$ cat config.mk
export PLATFORM = sky130hd
export DESIGN_NAME = heading_turn_rate_ramp_core_flat
export DESIGN_NICKNAME = d
export VERILOG_FILES = /design/src/hdl/htrr_pkg.sv /design/src/hdl/htrr_if.sv /design/src/hdl/htrr_step.sv /design/src/hdl/heading_turn_rate_ramp_core.sv /design/src/flat_wrapper.sv
export VERILOG_INCLUDE_DIRS = /design/src /design/src/hdl
export SDC_FILE = /design/constraint.sdc
export NUM_CORES = 1
export LEC_CHECK = 0
export BUFFER_PORTS_ARGS = -buffer_cell sky130_fd_sc_hd__buf_2
export CAP_MARGIN = 0
export CORE_MARGIN = 2
export CORE_UTILIZATION = 55
export CTS_CLUSTER_DIAMETER = 50
export DETAILED_ROUTE_END_ITERATION = 8
export PLACE_DENSITY = 0.82
export RECOVER_POWER = 50
export SLEW_MARGIN = 10
export SYNTH_ARGS = -nofsm -noshare
export SYNTH_HDL_FRONTEND = slang
export SYNTH_SLANG_ARGS = --single-unit
$ cat constraint.sdc
create_clock -name clk -period 10.8 [get_ports clk]
set_input_delay 2.16 -clock clk [delete_from_list [all_inputs] [get_ports clk]]
set_output_delay 2.16 -clock clk [all_outputs]
set_load 0.01 [all_outputs]
$ cat src/hdl/heading_turn_rate_ramp_core_assert.svh
// assertion macros for the turn rate ramp core
`ifndef HEADING_TURN_RATE_RAMP_CORE_ASSERT_SVH
`define HEADING_TURN_RATE_RAMP_CORE_ASSERT_SVH

// same-cycle implication, checked out of reset
`define HTRR_ASSERT_NOW(label, ante, cons) \
  label: assert property (@(posedge clk) disable iff (!rst_n) (ante) |-> (cons)) \
    else $error("htrr same-cycle check failed");

// next-cycle implication, checked out of reset
`define HTRR_ASSERT_NEXT(label, ante, cons) \
  label: assert property (@(posedge clk) disable iff (!rst_n) (ante) |=> (cons)) \
    else $error("htrr next-cycle check failed");

`endif

$ cat src/hdl/htrr_pkg.sv
// types, constants and widths shared by the turn rate ramp core
package htrr_pkg;

  localparam int ANGLE_BITS = 16;
  localparam int RATE_BITS  = 16;

  localparam int STEP_W = 15;
  localparam int TOL_W  = 15;
  localparam int WAIT_W = 4;
  localparam int TICK_W = 5;

  localparam int CFG_IDX_W  = 2;
  localparam int CFG_DATA_W = 15;

  // working width of the rate update: room for rate plus step plus sign
  localparam int SUM_W = ((RATE_BITS > STEP_W) ? RATE_BITS : STEP_W) + 2;
  // compare width of heading error against the tolerance
  localparam int TCMP_W = ((ANGLE_BITS + 1) > TOL_W) ? (ANGLE_BITS + 1) : TOL_W;

  typedef enum logic [1:0] {
    FUNC_TICK  = 2'd0,
    FUNC_START = 2'd1,
    FUNC_STOP  = 2'd2
  } func_t;

  typedef enum logic [CFG_IDX_W-1:0] {
    CFG_RATE_STEP    = 2'd0,
    CFG_REACH_TOL    = 2'd1,
    CFG_WAIT_LINE    = 2'd2,
    CFG_WAIT_NO_LINE = 2'd3
  } cfg_idx_t;

  typedef struct packed {
    logic [STEP_W-1:0] rate_step;
    logic [TOL_W-1:0]  reach_tolerance;
    logic [WAIT_W-1:0] wait_with_line;
    logic [WAIT_W-1:0] wait_without_line;
  } cfg_t;

  typedef struct packed {
    func_t                        func;
    logic [ANGLE_BITS-1:0]        yaw;
    logic [ANGLE_BITS-1:0]        dest_yaw;
    logic signed [RATE_BITS-1:0]  dest_rate;
    logic                         line_seen;
  } item_t;

  typedef struct packed {
    logic                        running;
    logic signed [RATE_BITS-1:0] rate;
  } res_t;

  typedef struct packed {
    logic                        active;
    logic [TICK_W-1:0]           tick_count;
    logic [WAIT_W-1:0]           wait_len;
    logic [ANGLE_BITS-1:0]       start_heading;
    logic [ANGLE_BITS-1:0]       target_heading;
    logic signed [RATE_BITS-1:0] target_rate;
    logic signed [RATE_BITS-1:0] current_rate;
  } state_t;

endpackage

$ cat src/hdl/htrr_if.sv
// handshake channels of the turn rate ramp core: input, result and config
interface htrr_in_if;
  import htrr_pkg::*;
  logic                        valid;
  logic                        ready;
  func_t                       func;
  logic [ANGLE_BITS-1:0]       yaw;
  logic [ANGLE_BITS-1:0]       dest_yaw;
  logic signed [RATE_BITS-1:0] dest_rate;
  logic                        line_seen;
  modport source (output valid, func, yaw, dest_yaw, dest_rate, line_seen, input ready);
  modport sink   (input valid, func, yaw, dest_yaw, dest_rate, line_seen, output ready);
endinterface

interface htrr_out_if;
  import htrr_pkg::*;
  logic                        valid;
  logic                        ready;
  logic                        running;
  logic signed [RATE_BITS-1:0] rate;
  modport source (output valid, running, rate, input ready);
  modport sink   (input valid, running, rate, output ready);
endinterface

interface htrr_cfg_if;
  import htrr_pkg::*;
  logic                  valid;
  logic                  ready;
  logic [CFG_IDX_W-1:0]  index;
  logic [CFG_DATA_W-1:0] data;
  modport source (output valid, index, data, input ready);
  modport sink   (input valid, index, data, output ready);
endinterface

$ cat src/hdl/htrr_step.sv
// next-state and result logic for one word of the turn rate ramp
module htrr_step (
  input  htrr_pkg::cfg_t   cfg,
  input  htrr_pkg::state_t st,
  input  htrr_pkg::item_t  item,
  output htrr_pkg::state_t st_nxt,
  output htrr_pkg::res_t   res
);
  import htrr_pkg::*;

  localparam logic signed [SUM_W-1:0] RMAX = SUM_W'({1'b0, {(RATE_BITS-1){1'b1}}});

  logic [TICK_W-1:0]            tick_inc;
  logic signed [ANGLE_BITS-1:0] d0;
  logic signed [ANGLE_BITS-1:0] dn;
  logic signed [ANGLE_BITS:0]   dn_ext;
  logic [ANGLE_BITS:0]          adn;
  logic                         crossed;
  logic                         reached;
  logic signed [SUM_W-1:0]      tr_ext;
  logic signed [SUM_W-1:0]      mag;
  logic signed [SUM_W-1:0]      hi;
  logic signed [SUM_W-1:0]      step_ext;
  logic signed [SUM_W-1:0]      r_sum;
  logic signed [SUM_W-1:0]      r_lo;
  logic signed [SUM_W-1:0]      r_clamp;

  assign tick_inc = (st.tick_count != '1) ? st.tick_count + TICK_W'(1) : st.tick_count;

  // wrapped heading differences are plain subtractions
  assign d0      = signed'(st.target_heading - st.start_heading);
  assign dn      = signed'(st.target_heading - item.yaw);
  assign dn_ext  = (ANGLE_BITS+1)'(dn);
  assign adn     = unsigned'(dn_ext[ANGLE_BITS] ? -dn_ext : dn_ext);
  assign crossed = (!d0[ANGLE_BITS-1] && (d0 != '0) && dn[ANGLE_BITS-1]) ||
                   (d0[ANGLE_BITS-1] && !dn[ANGLE_BITS-1] && (dn != '0));
  assign reached = TCMP_W'(adn) < TCMP_W'(cfg.reach_tolerance);

  // rate step toward the target side, clamped to the target magnitude
  assign tr_ext   = SUM_W'(st.target_rate);
  assign mag      = tr_ext[SUM_W-1] ? -tr_ext : tr_ext;
  assign hi       = (mag > RMAX) ? RMAX : mag;
  assign step_ext = signed'(SUM_W'(cfg.rate_step));
  assign r_sum    = dn[ANGLE_BITS-1] ? SUM_W'(st.current_rate) - step_ext
                                     : SUM_W'(st.current_rate) + step_ext;
  assign r_lo     = (r_sum < -mag) ? -mag : r_sum;
  assign r_clamp  = (r_lo > hi) ? hi : r_lo;

  always_comb begin
    st_nxt = st;
    case (item.func)
      FUNC_START: begin
        st_nxt.start_heading  = item.yaw;
        st_nxt.target_heading = item.dest_yaw;
        st_nxt.target_rate    = item.dest_rate;
        st_nxt.current_rate   = '0;
        st_nxt.wait_len       = item.line_seen ? cfg.wait_with_line : cfg.wait_without_line;
        st_nxt.tick_count     = '0;
        st_nxt.active         = 1'b1;
      end
      FUNC_STOP: begin
        st_nxt.active = 1'b0;
      end
      FUNC_TICK: begin
        if (st.active) begin
          st_nxt.tick_count = tick_inc;
          if (tick_inc <= TICK_W'(st.wait_len)) begin
            st_nxt.current_rate = '0;
          end else if (st.target_rate == '0) begin
            st_nxt.active = 1'b0;
          end else if (crossed || reached) begin
            st_nxt.active = 1'b0;
          end else begin
            st_nxt.current_rate = RATE_BITS'(r_clamp);
          end
        end
      end
      default: begin
        st_nxt = st;
      end
    endcase
  end

  assign res.running = st_nxt.active;
  assign res.rate    = st_nxt.active ? st_nxt.current_rate : '0;

endmodule

$ cat src/hdl/heading_turn_rate_ramp_core.sv
// turn rate ramp core top level: input register, step logic, result register
// an accepted word is held in the input register, then its result loads the result register
// throughput: one word per cycle while the receiver keeps up, set by the single step pass between registers
// the run state is updated at the same edge the result register loads
// reset (rst_n low, synchronous): pipeline empty, run idle, all state zero,
// config back to rate_step 161, tolerance 18, waits 5 and 1
module heading_turn_rate_ramp_core (
  input  logic       clk,
  input  logic       rst_n,
  htrr_in_if.sink    in_ch,
  htrr_out_if.source out_ch,
  htrr_cfg_if.sink   cfg_ch
);
  import htrr_pkg::*;

  `include "heading_turn_rate_ramp_core_assert.svh"

  // input register stage
  logic   s1_vld_r;
  item_t  s1_item_r;

  // run state and config
  state_t state_r;
  state_t state_nxt;
  cfg_t   cfg_r;

  // result register stage
  logic   out_vld_r;
  res_t   out_res_r;
  res_t   res_nxt;

  logic   adv;
  logic   in_take;
  item_t  in_item;

  // stage 1 moves on when the result register is empty or being drained
  assign adv      = !out_vld_r || out_ch.ready;
  assign in_ch.ready = !s1_vld_r || adv;
  assign in_take  = in_ch.valid && in_ch.ready;

  assign in_item.func      = in_ch.func;
  assign in_item.yaw       = in_ch.yaw;
  assign in_item.dest_yaw  = in_ch.dest_yaw;
  assign in_item.dest_rate = in_ch.dest_rate;
  assign in_item.line_seen = in_ch.line_seen;

  always_ff @(posedge clk) begin
    if (!rst_n) begin
      s1_vld_r <= 1'b0;
    end else if (in_ch.ready) begin
      s1_vld_r <= in_ch.valid;
    end
  end

  // payload only, no reset needed
  always_ff @(posedge clk) begin
    if (in_take) begin
      s1_item_r <= in_item;
    end
  end

  // one pass of the ramp logic on the registered word
  htrr_step u_step (
    .cfg    (cfg_r),
    .st     (state_r),
    .item   (s1_item_r),
    .st_nxt (state_nxt),
    .res    (res_nxt)
  );

  // state commits only when the word actually leaves stage 1
  always_ff @(posedge clk) begin
    if (!rst_n) begin
      state_r <= '0;
    end else if (s1_vld_r && adv) begin
      state_r <= state_nxt;
    end
  end

  always_ff @(posedge clk) begin
    if (!rst_n) begin
      out_vld_r <= 1'b0;
    end else if (adv) begin
      out_vld_r <= s1_vld_r;
    end
  end

  always_ff @(posedge clk) begin
    if (s1_vld_r && adv) begin
      out_res_r <= res_nxt;
    end
  end

  assign out_ch.valid   = out_vld_r;
  assign out_ch.running = out_res_r.running;
  assign out_ch.rate    = out_res_r.rate;

  // config writes land whenever offered; values are cut to register width
  assign cfg_ch.ready = 1'b1;

  always_ff @(posedge clk) begin
    if (!rst_n) begin
      cfg_r.rate_step         <= STEP_W'(161);
      cfg_r.reach_tolerance   <= TOL_W'(18);
      cfg_r.wait_with_line    <= WAIT_W'(5);
      cfg_r.wait_without_line <= WAIT_W'(1);
    end else if (cfg_ch.valid) begin
      case (cfg_idx_t'(cfg_ch.index))
        CFG_RATE_STEP:    cfg_r.rate_step         <= STEP_W'(cfg_ch.data);
        CFG_REACH_TOL:    cfg_r.reach_tolerance   <= TOL_W'(cfg_ch.data);
        CFG_WAIT_LINE:    cfg_r.wait_with_line    <= WAIT_W'(cfg_ch.data);
        CFG_WAIT_NO_LINE: cfg_r.wait_without_line <= WAIT_W'(cfg_ch.data);
        default: begin
        end
      endcase
    end
  end

  // an idle result never carries a rate
  `HTRR_ASSERT_NOW(a_idle_rate_zero, out_vld_r && !out_res_r.running, out_res_r.rate == '0)
  // a start word arms the run with zero rate
  `HTRR_ASSERT_NEXT(a_start_arms, s1_vld_r && adv && (s1_item_r.func == FUNC_START),
                    state_r.active && (state_r.current_rate == '0) && (state_r.tick_count == '0))
  // every word leaving stage 1 lands in the result register
  `HTRR_ASSERT_NEXT(a_stage_advance, s1_vld_r && adv, out_vld_r)

endmodule

$ cat src/flat_wrapper.sv
// flat-port wrapper written by rule: the top's interface ports become plain ports
module heading_turn_rate_ramp_core_flat import htrr_pkg::*;
  (clk, rst_n, in_ch_valid, in_ch_func, in_ch_yaw, in_ch_dest_yaw, in_ch_dest_rate, in_ch_line_seen, in_ch_ready, out_ch_valid, out_ch_running, out_ch_rate, out_ch_ready, cfg_ch_valid, cfg_ch_index, cfg_ch_data, cfg_ch_ready);
  htrr_in_if in_ch_i ();
  htrr_out_if out_ch_i ();
  htrr_cfg_if cfg_ch_i ();
  input  logic clk;
  input  logic rst_n;
  input wire logic [$bits(in_ch_i.valid)-1:0] in_ch_valid;
  input wire logic [$bits(in_ch_i.func)-1:0] in_ch_func;
  input wire logic [$bits(in_ch_i.yaw)-1:0] in_ch_yaw;
  input wire logic [$bits(in_ch_i.dest_yaw)-1:0] in_ch_dest_yaw;
  input wire logic [$bits(in_ch_i.dest_rate)-1:0] in_ch_dest_rate;
  input wire logic [$bits(in_ch_i.line_seen)-1:0] in_ch_line_seen;
  output wire logic [$bits(in_ch_i.ready)-1:0] in_ch_ready;
  output wire logic [$bits(out_ch_i.valid)-1:0] out_ch_valid;
  output wire logic [$bits(out_ch_i.running)-1:0] out_ch_running;
  output wire logic [$bits(out_ch_i.rate)-1:0] out_ch_rate;
  input wire logic [$bits(out_ch_i.ready)-1:0] out_ch_ready;
  input wire logic [$bits(cfg_ch_i.valid)-1:0] cfg_ch_valid;
  input wire logic [$bits(cfg_ch_i.index)-1:0] cfg_ch_index;
  input wire logic [$bits(cfg_ch_i.data)-1:0] cfg_ch_data;
  output wire logic [$bits(cfg_ch_i.ready)-1:0] cfg_ch_ready;
  assign in_ch_i.valid = in_ch_valid;
  assign in_ch_i.func = in_ch_func;
  assign in_ch_i.yaw = in_ch_yaw;
  assign in_ch_i.dest_yaw = in_ch_dest_yaw;
  assign in_ch_i.dest_rate = in_ch_dest_rate;
  assign in_ch_i.line_seen = in_ch_line_seen;
  assign in_ch_ready = in_ch_i.ready;
  assign out_ch_valid = out_ch_i.valid;
  assign out_ch_running = out_ch_i.running;
  assign out_ch_rate = out_ch_i.rate;
  assign out_ch_i.ready = out_ch_ready;
  assign cfg_ch_i.valid = cfg_ch_valid;
  assign cfg_ch_i.index = cfg_ch_index;
  assign cfg_ch_i.data = cfg_ch_data;
  assign cfg_ch_ready = cfg_ch_i.ready;
  heading_turn_rate_ramp_core u_core (.clk(clk), .rst_n(rst_n), .in_ch(in_ch_i), .out_ch(out_ch_i), .cfg_ch(cfg_ch_i));
endmodule
# Word level (Yosys, flattened, before mapping)
# Index checks and enable logic that the tools add are counted.
# totals
register_bits	182
latchBits	0
mem_bits_rw	0
mem_bits_ro	0
in_bits	73
output_inout_bits	20
word_cells	85
memories	0
# classes
add_sub_neg	8
multipliers	0
n_div	0
magnitude_cmp	5
n_eq_ne	7
n_shift	0
mux	19
bitwise_logic	0
n_reduce_logical	26
# ops
operator	count
16-bit two-way mux	5
18-bit two-way mux	4
16-bit case mux with 2 select lines	1
16-bit nonzero test	2
16-bit subtractor	2
18-bit by 16-bit greater-than comparator with 1-bit output (second input constant)	1
18-bit greater-than comparator	1
18-bit < comparator	1
16-bit negation with 18-bit output	1
18-bit negation	1
16-bit by 16-bit adder with 17-bit output	1
17-bit by 15-bit < comparator with 1-bit output	1
17-bit two-way mux	1
16-bit negation with 17-bit output	1
16-bit by 16-bit subtractor with 17-bit output	1
16-bit logical NOT	1
5-bit case mux with 2 select lines	1
2-bit AND reduction	5
2-bit equality test (second input constant)	3
1-bit logical AND	6
6-bit two-way mux	1
5-bit by 1-bit adder with 5-bit output (second input constant)	1
5-bit by 4-bit less-or-equal comparator with 1-bit output	1
5-bit two-way mux	1
11 further kinds	21

# Logic depth before layout (Yosys ltp)
# Gate-level depths: netlist of the first run.
# logic_depth
ltp_word	12
mapped_depth	45
depth_no_buf	40

# Hierarchy
# From an unflattened synthesis of the first run, not the netlist that was laid out.
# unflattened
cells_unflattened	1541
area_unflattened_um2	13396.6
# by_module_without_submodules
mod	instances	cells_per_inst	area_per_inst_um2	seq_area_each_um2
htrr_step	1	996	6971.7	0.0
heading_turn_rate_ramp_core	1	545	6424.9	4324.1

# Least setup slack after synthesis of the first run
# Ideal clock, no wire load.
# synth_path
path_kind	reg-to-reg
startpoint	register u_core.s1_item_r[43] in the netlist's numbering
endpoint	register u_core.out_res_r (netlist bit u_core.out_ch.rate[0]) (data pin)
setup_time_ns	0.265
arrival_time_ns	8.397
t_required_ns	10.535
slack_ns	2.137
stages_incl_launch_ff	39
n_path_buf	5
period_less_slack_ns	8.663
path_cell_list	edfxtp_1 > inv_1 > ha_1 > clkbuf_1 > and3_1 > nand2_1 > or3_1 > nand3_1 > clkbuf_1 > clkbuf_1 > a21oi_1 > fa_1 > a211o_1 > a211oi_1 > o21bai_1 > a221o_1 > a221oi_1 > xnor3_1 > [3 not listed] > o211a_1 > clkbuf_1 > nor2_1 > inv_1 > nor2_1 > a21oi_1 > ha_1 > nand4_1 > or2_2 > nor3_1 > nand3_1 > o31a_1 > and2_1 > o21a_1 > a41oi_1 > and2_1 > buf_2 > o211ai_1
# synth_via
elab_chain_cells	11
word_cells_on_any_way	26
classes_between	add/sub: 2; order compare: 3; mux: 14; reduce/logical: 7
# synth_rtl
element	line_no	text
start, declared	heading_turn_rate_ramp_core.sv:20	item_t s1_item_r;
start signal, assigned	heading_turn_rate_ramp_core.sv:58	s1_item_r <= in_item;
16-bit subtractor *	htrr_step.sv:32	assign dn = signed'(st.target_heading - item.yaw);
18-bit two-way mux / 1-bit logical NOT (equally long branches)	htrr_step.sv:44, htrr_step.sv:36	
18-bit < comparator / 1-bit logical AND (equally long branches)	htrr_step.sv:46, htrr_step.sv:36	
18-bit two-way mux / 1-bit logical AND (equally long branches)	htrr_step.sv:46, htrr_step.sv:36	
18-bit greater-than comparator / 1-bit logical OR (equally long branches)	htrr_step.sv:47, htrr_step.sv:35	
16-bit two-way mux / 1-bit logical OR (equally long branches)	htrr_step.sv:47, htrr_step.sv:71	
16-bit two-way mux / 1-bit two-way mux (equally long branches)	htrr_step.sv:71	end else if (crossed || reached) begin
16-bit two-way mux / 1-bit two-way mux (equally long branches)	htrr_step.sv:69	end else if (st.target_rate == '0) begin
16-bit two-way mux / 1-bit two-way mux (equally long branches)	htrr_step.sv:67	if (tick_inc <= TICK_W'(st.wait_len)) begin
16-bit two-way mux / 6-bit two-way mux (equally long branches)	htrr_step.sv:65	if (st.active) begin
16-bit case mux with 2 select lines / 1-bit case mux with 3 select lines (equally long branches)	htrr_step.sv:51	case (item.func)
end signal, assigned	heading_turn_rate_ramp_core.sv:90	out_res_r <= res_nxt;
end, declared	heading_turn_rate_ramp_core.sv:29	res_t out_res_r;
# Every way passes the cells marked *; elsewhere a longest branch is shown, timed or not. The select of a mux whose other input is x is not followed.
# A chain may end at the register's enable or synchronous reset.

# Final worst setup path of the first run
# layout_path
startpoint	register u_core.s1_item_r[41] in the netlist's numbering
endpoint	register u_core.out_res_r (netlist bit u_core.out_ch.rate[13]) (data pin)
# Same word-level chain as after synthesis.

==> impl_metrics.csv, run 1 <==
group,metric,value,unit
final_layout,fillers,2033,
flow_run,max_cap_viol_count,2,
timing,fin_worst_skew,0.0109,ns
cts,clock_sinks,182,
min_path,hold_depth,2,
worst_setup_path,required,10.95,ns
worst_setup_path,r2r-end,"u_core.out_ch.rate[13]",
floorplan,die_h,155,um
cts,cts_made_buffers,17,
worst_setup_path,cpMaxStageDelayCell,"and2_1",
worst_setup_path,arrival,9.91,ns
drt,routed-via-count,11500,
grt,grt_pass1_vias,10400,
floorplan,initial_core_util,0.559,
synthesis,synth_top_area_frac,0.181,
grt,antenna_found_initial,0,
placement,portBuffers,91,
final_layout,final_util,0.612,
floorplan,die_area,24200,um2
timing,timing_hold_violations_final,0,
cts,cts_setup_buffers,0,
worst_setup_path,timing.rr.start,"u_core.s1_item_r[41]",
cts,cts_tree,"yes",
worst_setup_path,cp_num_buf_inv,3,
final_layout,multi_input_area,7700,um2
grt,grt_pass1_wl,53900,um
cts,clkSlewWorstSetupHoldPaths,0.08,ns
cts,cts_buffer_depth,2,
final_layout,seq_area,4320,um2
synthesis,synth.largest_area_cell,"dfxtp_1",
synthesis,async_reset_ff_frac,0,
timing,maxSlewViolCount,144,
power_and_ir_drop,peakVddDrop,0.000157,V
floorplan,ios,93,
worst_setup_path,crit_start,"u_core.s1_item_r[41]",
power_and_ir_drop,fin_total_pwr,2.14,mW
synthesis,synthTopCellsByCount,"nand2_1, a21oi_1, dfxtp_1, ha_1, inv_1",
cts,htree_levels,4,
drt,ant_nets,0,
timing,rsz0062_at_grt,"no",
worst_setup_path,critPathLaunchType,"register",
grt,gr-total-overflow,0,
synthesis,yosysSeqAreaShare,0.343,
synthesis,synth_edf_count,68,
timing,period_share,0.903,
synthesis,syn_area,12600,um2
worst_setup_path,r2r_cells,35,
worst_setup_path,cp_num_cells,35,
final_layout,syn_to_final_growth,9.49,%
timing,fmax,0.102,GHz
timing,timing.final.crit_period,9.76,ns
drt,first_pass_iters,6,
drt,postRouteWirelength,33800,um
power_and_ir_drop,power.density,155,nW/um2
synthesis,ys_ff_latch,182,
grt,grt_usage,0.279,
worst_setup_path,cp-end-kind,"register",
timing,worst_pin_slew,4.31,ns
worst_setup_path,critPathMaxFanout,22,
placement,place_congestion,0.990,
cts,cts_resized,0,
synthesis,syn_avg_cell_area,8.31,um2
placement,hpwl,25400,um
final_layout,fin_cells,1872,
synthesis,synth_flop_cell,"dfxtp_1",
cts,ctsRootBufferMaster,"clkbuf_16",
outcome,violations,"capacitance limit, slew limit",
synthesis,synth_area_leaders,"dfxtp_1, edfxtp_1, ha_1",
worst_setup_path,r2r_slack,1.04,ns
synthesis,synth_cells,1517,
power_and_ir_drop,power.leakage,5.55,nW
outcome,outcome,"complete, but fails checks",
timing,finalSetupViolations,0,
timing,slew_headroom,-1.87,
floorplan,chipWidth,155,um
worst_setup_path,critPathKind,"reg2reg",
timing,holdWs,0.458,ns
timing,finalSetupTns,0,ns
synthesis,yosysMostFrequentCell,"nand2_1",
final_layout,finalNetCount,1752,
cts,cts_hold_buf,0,
worst_setup_path,path_delay_family,"compound AO/OA/AOI/OAI gates",
floorplan,row_count,55,
placement,placed_cells,1840,
cts,worst_skew_pair.late_latency,0.43,ns
worst_setup_path,endpoint,"u_core.out_ch.rate[13]",
drt,via_per_inst,6.12,
drt,drt_iter0_drc,1265,
worst_setup_path,max_stage_delay,0.70,ns
grt,grt_max_degree,92,
final_layout,insertedDiodeCount,0,
drt,drcViolationCount,0,
min_path,hp-class,"reg2reg",
drt,routedWlPerCell,18.1,um
synthesis,ys_warn_count,0,
synthesis,synth_cell_types,82,
floorplan,core-area,22600,um2
final_layout,drive_above_1_share,0.0813,
## registers in the layout, indices dropped and copies added (netlist names)
name,flops
u_core.out_ch.valid,1
u_core.state_r,74
u_core.s1_item_r,51
u_core.cfg_r,38
u_core.out_ch.running,1
u_core.s1_vld_r,1
u_core.out_ch.rate,16
## report_power, final
| group | leakage [nW] | internal (mW) | switching (mW) |
|---|---|---|---|
| clock | 0.286 | 0.324 | 0.295 |
| combinational | 3.68 | 0.262 | 0.503 |
| sequential | 1.58 | 0.737 | 0.0159 |
| total | 5.55 | 1.32 | 0.814 |
## per-layer routing
| layer | GRT usage | part of all wire |
|---|---|---|
| met1 | 0.395 | 0.45 |
| met2 | 0.432 | 0.44 |
| met3 | 0.0390 | 0.070 |
| met4 | 0.112 | 0.035 |
| met5 | 0 | 0 |
## cell families (layout without fill, tap and decap cells)
group                    Yosys count  in the layout  share of synthesized area
AND/OR/NAND/NOR                  571            571                      0.220
AO/OA/AOI/OAI                    381            381                      0.197
flip-flops                       182            182                      0.343
buffers and inverters            161            228                     0.0491
adder cells (fa/ha/maj)          106            106                      0.107
XOR/XNOR                          89             89                     0.0629
multiplexers                      26             26                     0.0208
other                              1              4                   0.000297
## how the worst min path moves through the flow
stage	startpoint	to
after global routing	u_core.state_r[54]	u_core.state_r[54]
after floorplan	u_core.cfg_r[8]	u_core.cfg_r[8]
after global placement	u_core.cfg_r[10]	u_core.cfg_r[10]
after CTS	u_core.state_r[32]	u_core.state_r[32]
final	u_core.state_r[54]	u_core.state_r[54]
after detailed placement	u_core.state_r[60]	u_core.state_r[60]
## area by class of cell
| cell class | count | area share |
|---|---|---|
| inverter | 93 | 0.0253 |
| clock buffer | 20 | 0.0339 |
| timing repair buffer | 103 | 0.0364 |
| sequential | 182 | 0.313 |
| tap | 285 | 0.0258 |
| multi-input combinational | 1177 | 0.557 |
| clock inverter | 12 | 0.00815 |
## placed cells by master (no fill, tap or decap), drive strengths merged, types with 32 or more instances in the layout
master  instances
buf            75
clkbuf         48
nor2           78
xor2           40
nand2         257
nand3          36
xnor2          48
ha            102
edfxtp         68
a21oi         140
inv            99
o21ai          53
o211ai         32
nand4          43
dfxtp         114
## worst min-delay path: cells and delay by family, from the launching register on
| family | cells | cell delay (ns) |
|---|---|---|
| AOI/OAI and AO/OA | 1 | 0.05 |
| DFF | 1 | 0.31 |
| and+or+nand+nor | 1 | 0.05 |
## metrics by stage
step	instance area (um2)	setup slack (ns)
3_5_place_dp	13300	1.21
6_report	13800	1.04
2_1_floorplan	12600	2.14
4_1_cts	13900	1.15
5_1_grt	13800	0.288
3_3_place_gp	13300	1.51
No activity file was read; power rests on OpenSTA's default activity.
==> inputs of run 2 (changes only) <==
--- a/config.mk
+++ b/config.mk
@@ -9,10 +9,10 @@
 export BUFFER_PORTS_ARGS = -buffer_cell sky130_fd_sc_hd__buf_2
 export CAP_MARGIN = 0
 export CORE_MARGIN = 2
-export CORE_UTILIZATION = 55
+export CORE_UTILIZATION = 35
 export CTS_CLUSTER_DIAMETER = 50
 export DETAILED_ROUTE_END_ITERATION = 8
-export PLACE_DENSITY = 0.82
+export PLACE_DENSITY = 0.59
 export RECOVER_POWER = 50
 export SLEW_MARGIN = 10
 export SYNTH_ARGS = -nofsm -noshare
==> impl_metrics.csv, run 2 (synthesized netlist as in run 1, its figures left out) <==
group,metric,value,unit
outcome,outcome,"complete, but fails checks",
outcome,violations,"capacitance limit, slew limit",
grt,antenna_found_initial,1,
worst_setup_path,r2r-end,"u_core.out_ch.rate[14]",
timing,worst_pin_slew,4.21,ns
timing,fin_worst_skew,0.0182,ns
drt,routedWlPerCell,17.7,um
floorplan,row_count,69,
min_path,hp-class,"reg2reg",
final_layout,seq_area,4320,um2
grt,gr-total-overflow,0,
power_and_ir_drop,p_seq_frac,0.352,
worst_setup_path,critPathKind,"reg2reg",
final_layout,largest_reg_flops,74,
final_layout,syn_to_final_growth,11.0,%
placement,place_congestion,0.902,
floorplan,die_h,194,um
cts,cts_buffer_depth,2,
power_and_ir_drop,power.density,153,nW/um2
floorplan,chipWidth,194,um
drt,routed-via-count,11200,
timing,maxSlewViolCount,156,
worst_setup_path,critPathLaunchType,"register",
worst_setup_path,crit_start,"u_core.s1_item_r[43]",
placement,placed_cells,2014,
cts,worst_skew_pair.late_latency,0.46,ns
power_and_ir_drop,comb_power_share,0.361,
final_layout,finalNetCount,1750,
grt,grt_pass1_vias,10700,
floorplan,ios,93,
worst_setup_path,critPathMaxFanout,22,
grt,grt_max_degree,87,
power_and_ir_drop,swShare,0.386,
power_and_ir_drop,p_clk_frac,0.287,
drt,drcViolationCount,0,
cts,cts_tree,"yes",
drt,ant_nets,0,
final_layout,final_util,0.394,
final_layout,drive_above_1_share,0.0801,
placement,hpwl,27500,um
worst_setup_path,required,10.98,ns
cts,ctsRootBufferMaster,"clkbuf_16",
grt,grt_usage,0.191,
worst_setup_path,cpMostUsedCell,"nor2_1",
cts,cts_made_buffers,17,
drt,postRouteWirelength,36100,um
timing,finalSetupViolations,0,
worst_setup_path,arrival,10.03,ns
final_layout,fillers,3666,
floorplan,die_area,37600,um2
worst_setup_path,cpMaxStageDelayCell,"nor2_1",
final_layout,insertedDiodeCount,0,
timing,rsz0062_at_grt,"no",
floorplan,initial_core_util,0.355,
cts,clock_sinks,182,
grt,grt_pass1_wl,57900,um
timing,period_share,0.912,
final_layout,top_regs,"u_core.state_r: 74 flops, u_core.s1_item_r: 51 flops, u_core.cfg_r: 38 flops",
power_and_ir_drop,peakVddDrop,0.000105,V
final_layout,fin_cells,2046,
power_and_ir_drop,intPower,1.31,mW
drt,first_pass_iters,7,
timing,timing_hold_violations_final,0,
final_layout,final_cell_mix,"nand2_1, a21oi_1, dfxtp_1",
drt,drt_iter0_drc,772,
worst_setup_path,max_stage_delay,0.61,ns
worst_setup_path,r2r_cells,38,
power_and_ir_drop,power.leakage,5.53,nW
timing,fmax,0.102,GHz
floorplan,core-area,35600,um2
timing,slew_headroom,-1.80,
timing,timing.final.crit_period,9.85,ns
cts,clkSlewWorstSetupHoldPaths,0.07,ns
worst_setup_path,endpoint,"u_core.out_ch.rate[14]",
worst_setup_path,cp-end-kind,"register",
power_and_ir_drop,power_switching,0.825,mW
final_layout,top_register,"u_core.state_r",
placement,portBuffers,91,
worst_setup_path,r2r_slack,0.95,ns
timing,finalSetupTns,0,ns
final_layout,multi_input_area,7700,um2
drt,via_per_inst,5.47,
worst_setup_path,timing.rr.start,"u_core.s1_item_r[43]",
final_layout,final_common_cell,"nand2_1",
cts,htree_levels,4,
flow_run,max_cap_viol_count,3,
==> run 2: cell count changes in the layout (fill, tap and decap cells not counted) <==
| cell | delta |
|---|---|
| inv_6 | +1 |
| inv_4 | -1 |
| clkinv_1 | -1 |
| and2_2 | +1 |
| buf_2 | -1 |
| clkbuf_16 | -1 |
| inv_1 | +1 |
| and2_1 | -1 |
| clkbuf_1 | +1 |
| buf_4 | -1 |
==> run 2: what timing repair did <==
| action | 4_1_cts | 5_1_grt |
|---|---|---|
| hold buffers | 0 | 0 |
| buffers inserted | 0 | 0 |
| endpoints found under the setup margin | 0 | 16 |
| resized for setup | 0 | 1 |
==> run 2: metal layers <==
| metal | vias to the layer above | wire length, um | track usage |
|---|---|---|---|
| met3 | 59 | 1760 | 0.0282 |
| li1 | 5591 | - | - |
| met1 | 5259 | 16700 | 0.257 |
| met4 | 2 | 827 | 0.0645 |
| met2 | 288 | 16800 | 0.316 |
| met5 | - | 13 | 0 |
==> run 2: critical path: cells and delay by family, from the launching register on <==
kind,cells,cell delay (ns)
AO/OA/AOI/OAI,16,3.46
XOR/XNOR,1,0.42
adder cells (fa/ha/maj),4,1.49
buffers and inverters,5,0.80
flip-flops,1,0.35
AND/OR/NAND/NOR,12,3.01
==> run 2: cell type report <==
cell class              count  share of cell area
clock inverters            12             0.00822
inverters                  93              0.0249
clock buffers              20              0.0319
multi-input cells        1177               0.550
flip-flops and latches    182               0.309
well taps                 461              0.0412
repair buffers            101              0.0350
==> run 2: power by group through the flow <==
stage / clock network, mW / logic [mW] / registers (mW)
global route: 0.653 / 0.848 / 0.756
CTS: 0.631 / 0.761 / 0.751
detailed placement: 0 / 0.755 / 0.767
finish: 0.613 / 0.770 / 0.753
global placement: 0 / 0.748 / 0.766
floorplan: 0 / 0.564 / 0.763
==> run 2: through the flow <==
stage | setup slack, ns | hold slack (ns) | power (mW) | cell area, um2
2_1_floorplan | 2.14 | 0.434 | 1.33 | 12600
4_1_cts | 0.718 | 0.457 | 2.14 | 14000
6_report | 0.952 | 0.454 | 2.14 | 14000
3_3_place_gp | 1.07 | 0.441 | 1.51 | 13500
5_1_grt | 0.168 | 0.478 | 2.26 | 14000
3_5_place_dp | 0.780 | 0.447 | 1.52 | 13500
==> run 2: worst min path at each step <==
stage,cells past startpoint,endpoint,slack [ns],from
6_report,2,u_core.state_r[54],0.45,u_core.state_r[54]
5_1_grt,2,u_core.state_r[54],0.48,u_core.state_r[54]
4_1_cts,2,u_core.state_r[55],0.46,u_core.state_r[55]
3_5_place_dp,2,u_core.state_r[55],0.45,u_core.state_r[55]
3_3_place_gp,2,u_core.state_r[55],0.44,u_core.state_r[55]
2_1_floorplan,2,u_core.cfg_r[8],0.43,u_core.cfg_r[8]
==> inputs of run 3 (changes only) <==
--- a/config.mk
+++ b/config.mk
@@ -8,9 +8,11 @@
 export LEC_CHECK = 0
 export BUFFER_PORTS_ARGS = -buffer_cell sky130_fd_sc_hd__buf_2
 export CAP_MARGIN = 0
+export CORE_ASPECT_RATIO = 0.7
 export CORE_MARGIN = 2
 export CORE_UTILIZATION = 35
 export CTS_CLUSTER_DIAMETER = 50
+export CTS_CLUSTER_SIZE = 30
 export DETAILED_ROUTE_END_ITERATION = 8
 export PLACE_DENSITY = 0.59
 export RECOVER_POWER = 50
==> impl_metrics.csv, run 3 (synthesized netlist as in run 1, its figures left out) <==
group,metric,value,unit
floorplan,initial_core_util,0.353,
power_and_ir_drop,peakVddDrop,0.000187,V
cts,cts_tree,"yes",
final_layout,finalNetCount,1751,
placement,placed_cells,2034,
placement,portBuffers,91,
timing,fin_worst_skew,0.0159,ns
floorplan,row_count,58,
final_layout,largest_reg_flops,74,
worst_setup_path,cpMaxStageDelayCell,"nor2_1",
floorplan,core-area,35700,um2
grt,gr-total-overflow,0,
min_path,hp-class,"reg2reg",
timing,timing.final.crit_period,9.97,ns
cts,clkSlewWorstSetupHoldPaths,0.07,ns
floorplan,chipWidth,231,um
timing,finalSetupTns,0,ns
final_layout,final_cell_mix,"nand2_1, a21oi_1, dfxtp_1",
power_and_ir_drop,power.density,155,nW/um2
worst_setup_path,crit_start,"u_core.s1_item_r[41]",
power_and_ir_drop,power.leakage,5.56,nW
cts,cts_buffer_depth,2,
timing,finalSetupViolations,0,
worst_setup_path,arrival,10.26,ns
cts,clock_sinks,182,
drt,routedWlPerCell,18.5,um
floorplan,die_h,163,um
outcome,outcome,"complete, but fails checks",
worst_setup_path,timing.rr.start,"u_core.s1_item_r[41]",
power_and_ir_drop,fin_total_pwr,2.17,mW
cts,worst_skew_pair.late_latency,0.46,ns
outcome,violations,"capacitance limit, slew limit",
worst_setup_path,cp_num_buf_inv,4,
timing,slew_headroom,-1.90,
drt,routed-via-count,11500,
drt,drt_iter0_drc,1346,
worst_setup_path,critPathMaxFanout,31,
cts,cts_made_buffers,17,
final_layout,syn_to_final_growth,11.3,%
grt,grt_pass1_vias,10000,
placement,place_congestion,0.957,
final_layout,fillers,3677,
drt,first_pass_iters,5,
final_layout,final_common_cell,"nand2_1",
cts,cts_hold_buf,0,
floorplan,die_area,37600,um2
min_path,hold_end,"u_core.state_r[32]",
timing,period_share,0.923,
grt,grt_pass1_wl,58800,um
worst_setup_path,r2r-end,"u_core.out_ch.rate[11]",
flow_run,max_cap_viol_count,2,
timing,worst_pin_slew,4.35,ns
final_layout,top_regs,"u_core.state_r: 74 flops, u_core.s1_item_r: 51 flops, u_core.cfg_r: 38 flops",
timing,timing_hold_violations_final,0,
timing,fmax,0.100,GHz
worst_setup_path,critPathLaunchType,"register",
worst_setup_path,cp-end-kind,"register",
worst_setup_path,critPathKind,"reg2reg",
cts,htree_levels,4,
drt,via_per_inst,5.55,
min_path,hold_depth,2,
drt,postRouteWirelength,38200,um
drt,ant_nets,0,
final_layout,top_register,"u_core.state_r",
worst_setup_path,max_stage_delay,0.60,ns
worst_setup_path,r2r_slack,0.83,ns
placement,hpwl,29200,um
drt,drcViolationCount,0,
grt,grt_max_degree,92,
worst_setup_path,path_delay_family,"compound AO/OA/AOI/OAI gates",
worst_setup_path,r2r_cells,36,
timing,rsz0062_at_grt,"no",
final_layout,fin_cells,2067,
grt,antenna_found_initial,0,
cts,ctsRootBufferMaster,"clkbuf_16",
final_layout,drive_above_1_share,0.0870,
timing,maxSlewViolCount,144,
floorplan,ios,93,
min_path,holdCritStartpoint,"u_core.state_r[32]",
worst_setup_path,required,11.09,ns
grt,grt_usage,0.203,
run 3: worst max-delay path by stage:
stage                                  end  slack [ns]  cells past startpoint
floorplan            u_core.out_ch.rate[0]        2.14                     38
global placement    u_core.out_ch.rate[11]        1.13                     37
detailed placement  u_core.out_ch.rate[13]        0.80                     35
CTS                  u_core.out_ch.rate[0]        0.73                     35
global route        u_core.out_ch.rate[13]        0.11                     37
finish              u_core.out_ch.rate[11]        0.83                     36
run 3: worst register-to-register path: cells and delay by family (launching register included):
family	cells	cell delay, ns
multiplexers	1	0.50
buffers and inverters	4	0.73
AND/OR/NAND/NOR	11	2.90
XOR/XNOR	1	0.47
AO/OA/AOI/OAI	15	3.37
flip-flops	1	0.35
adder cells (fa/ha/maj)	4	1.50
run 3: routing by layer:
layer  track usage  vias up  share of wire  wire length [um]
li1              -     5589              -                 -
met1         0.328     5432           0.53             20200
met2         0.262      417           0.38             14600
met3        0.0459       34          0.078              2970
met4        0.0475        0          0.012               459
met5             0        -              0                 0
run 3: power breakdown:
part | total [mW] | internal, mW | switching (mW)
logic | 0.801 | 0.265 | 0.536
clock network | 0.616 | 0.308 | 0.307
registers | 0.753 | 0.737 | 0.0165
run 3: cell type report:
type	count	area, um2	share of cell area
multi-input cells	1177	7700	0.549
flip-flops and latches	182	4320	0.308
well taps	480	601	0.0428
repair buffers	102	505	0.0360
clock buffers	19	443	0.0316
inverters	93	349	0.0249
clock inverters	13	109	0.00776
diodes	1	2.50	0.000178
run 3: through the flow:
| stage | setup WS (ns) | hold slack (ns) | util | cell area [um2] |
|---|---|---|---|---|
| after floorplan | 2.14 | 0.434 | - | 12600 |
| after global placement | 1.13 | 0.444 | 0.378 | 13500 |
| after detailed placement | 0.798 | 0.447 | 0.378 | 13500 |
| after CTS | 0.727 | 0.457 | 0.394 | 14100 |
| after global routing | 0.113 | 0.475 | 0.393 | 14000 |
| final | 0.827 | 0.456 | 0.393 | 14000 |
run 3: what timing repair did:
action / in CTS / in global routing
setup endpoints to repair: 0 / 22
gates resized for setup: 0 / 1
setup buffers: 0 / 0
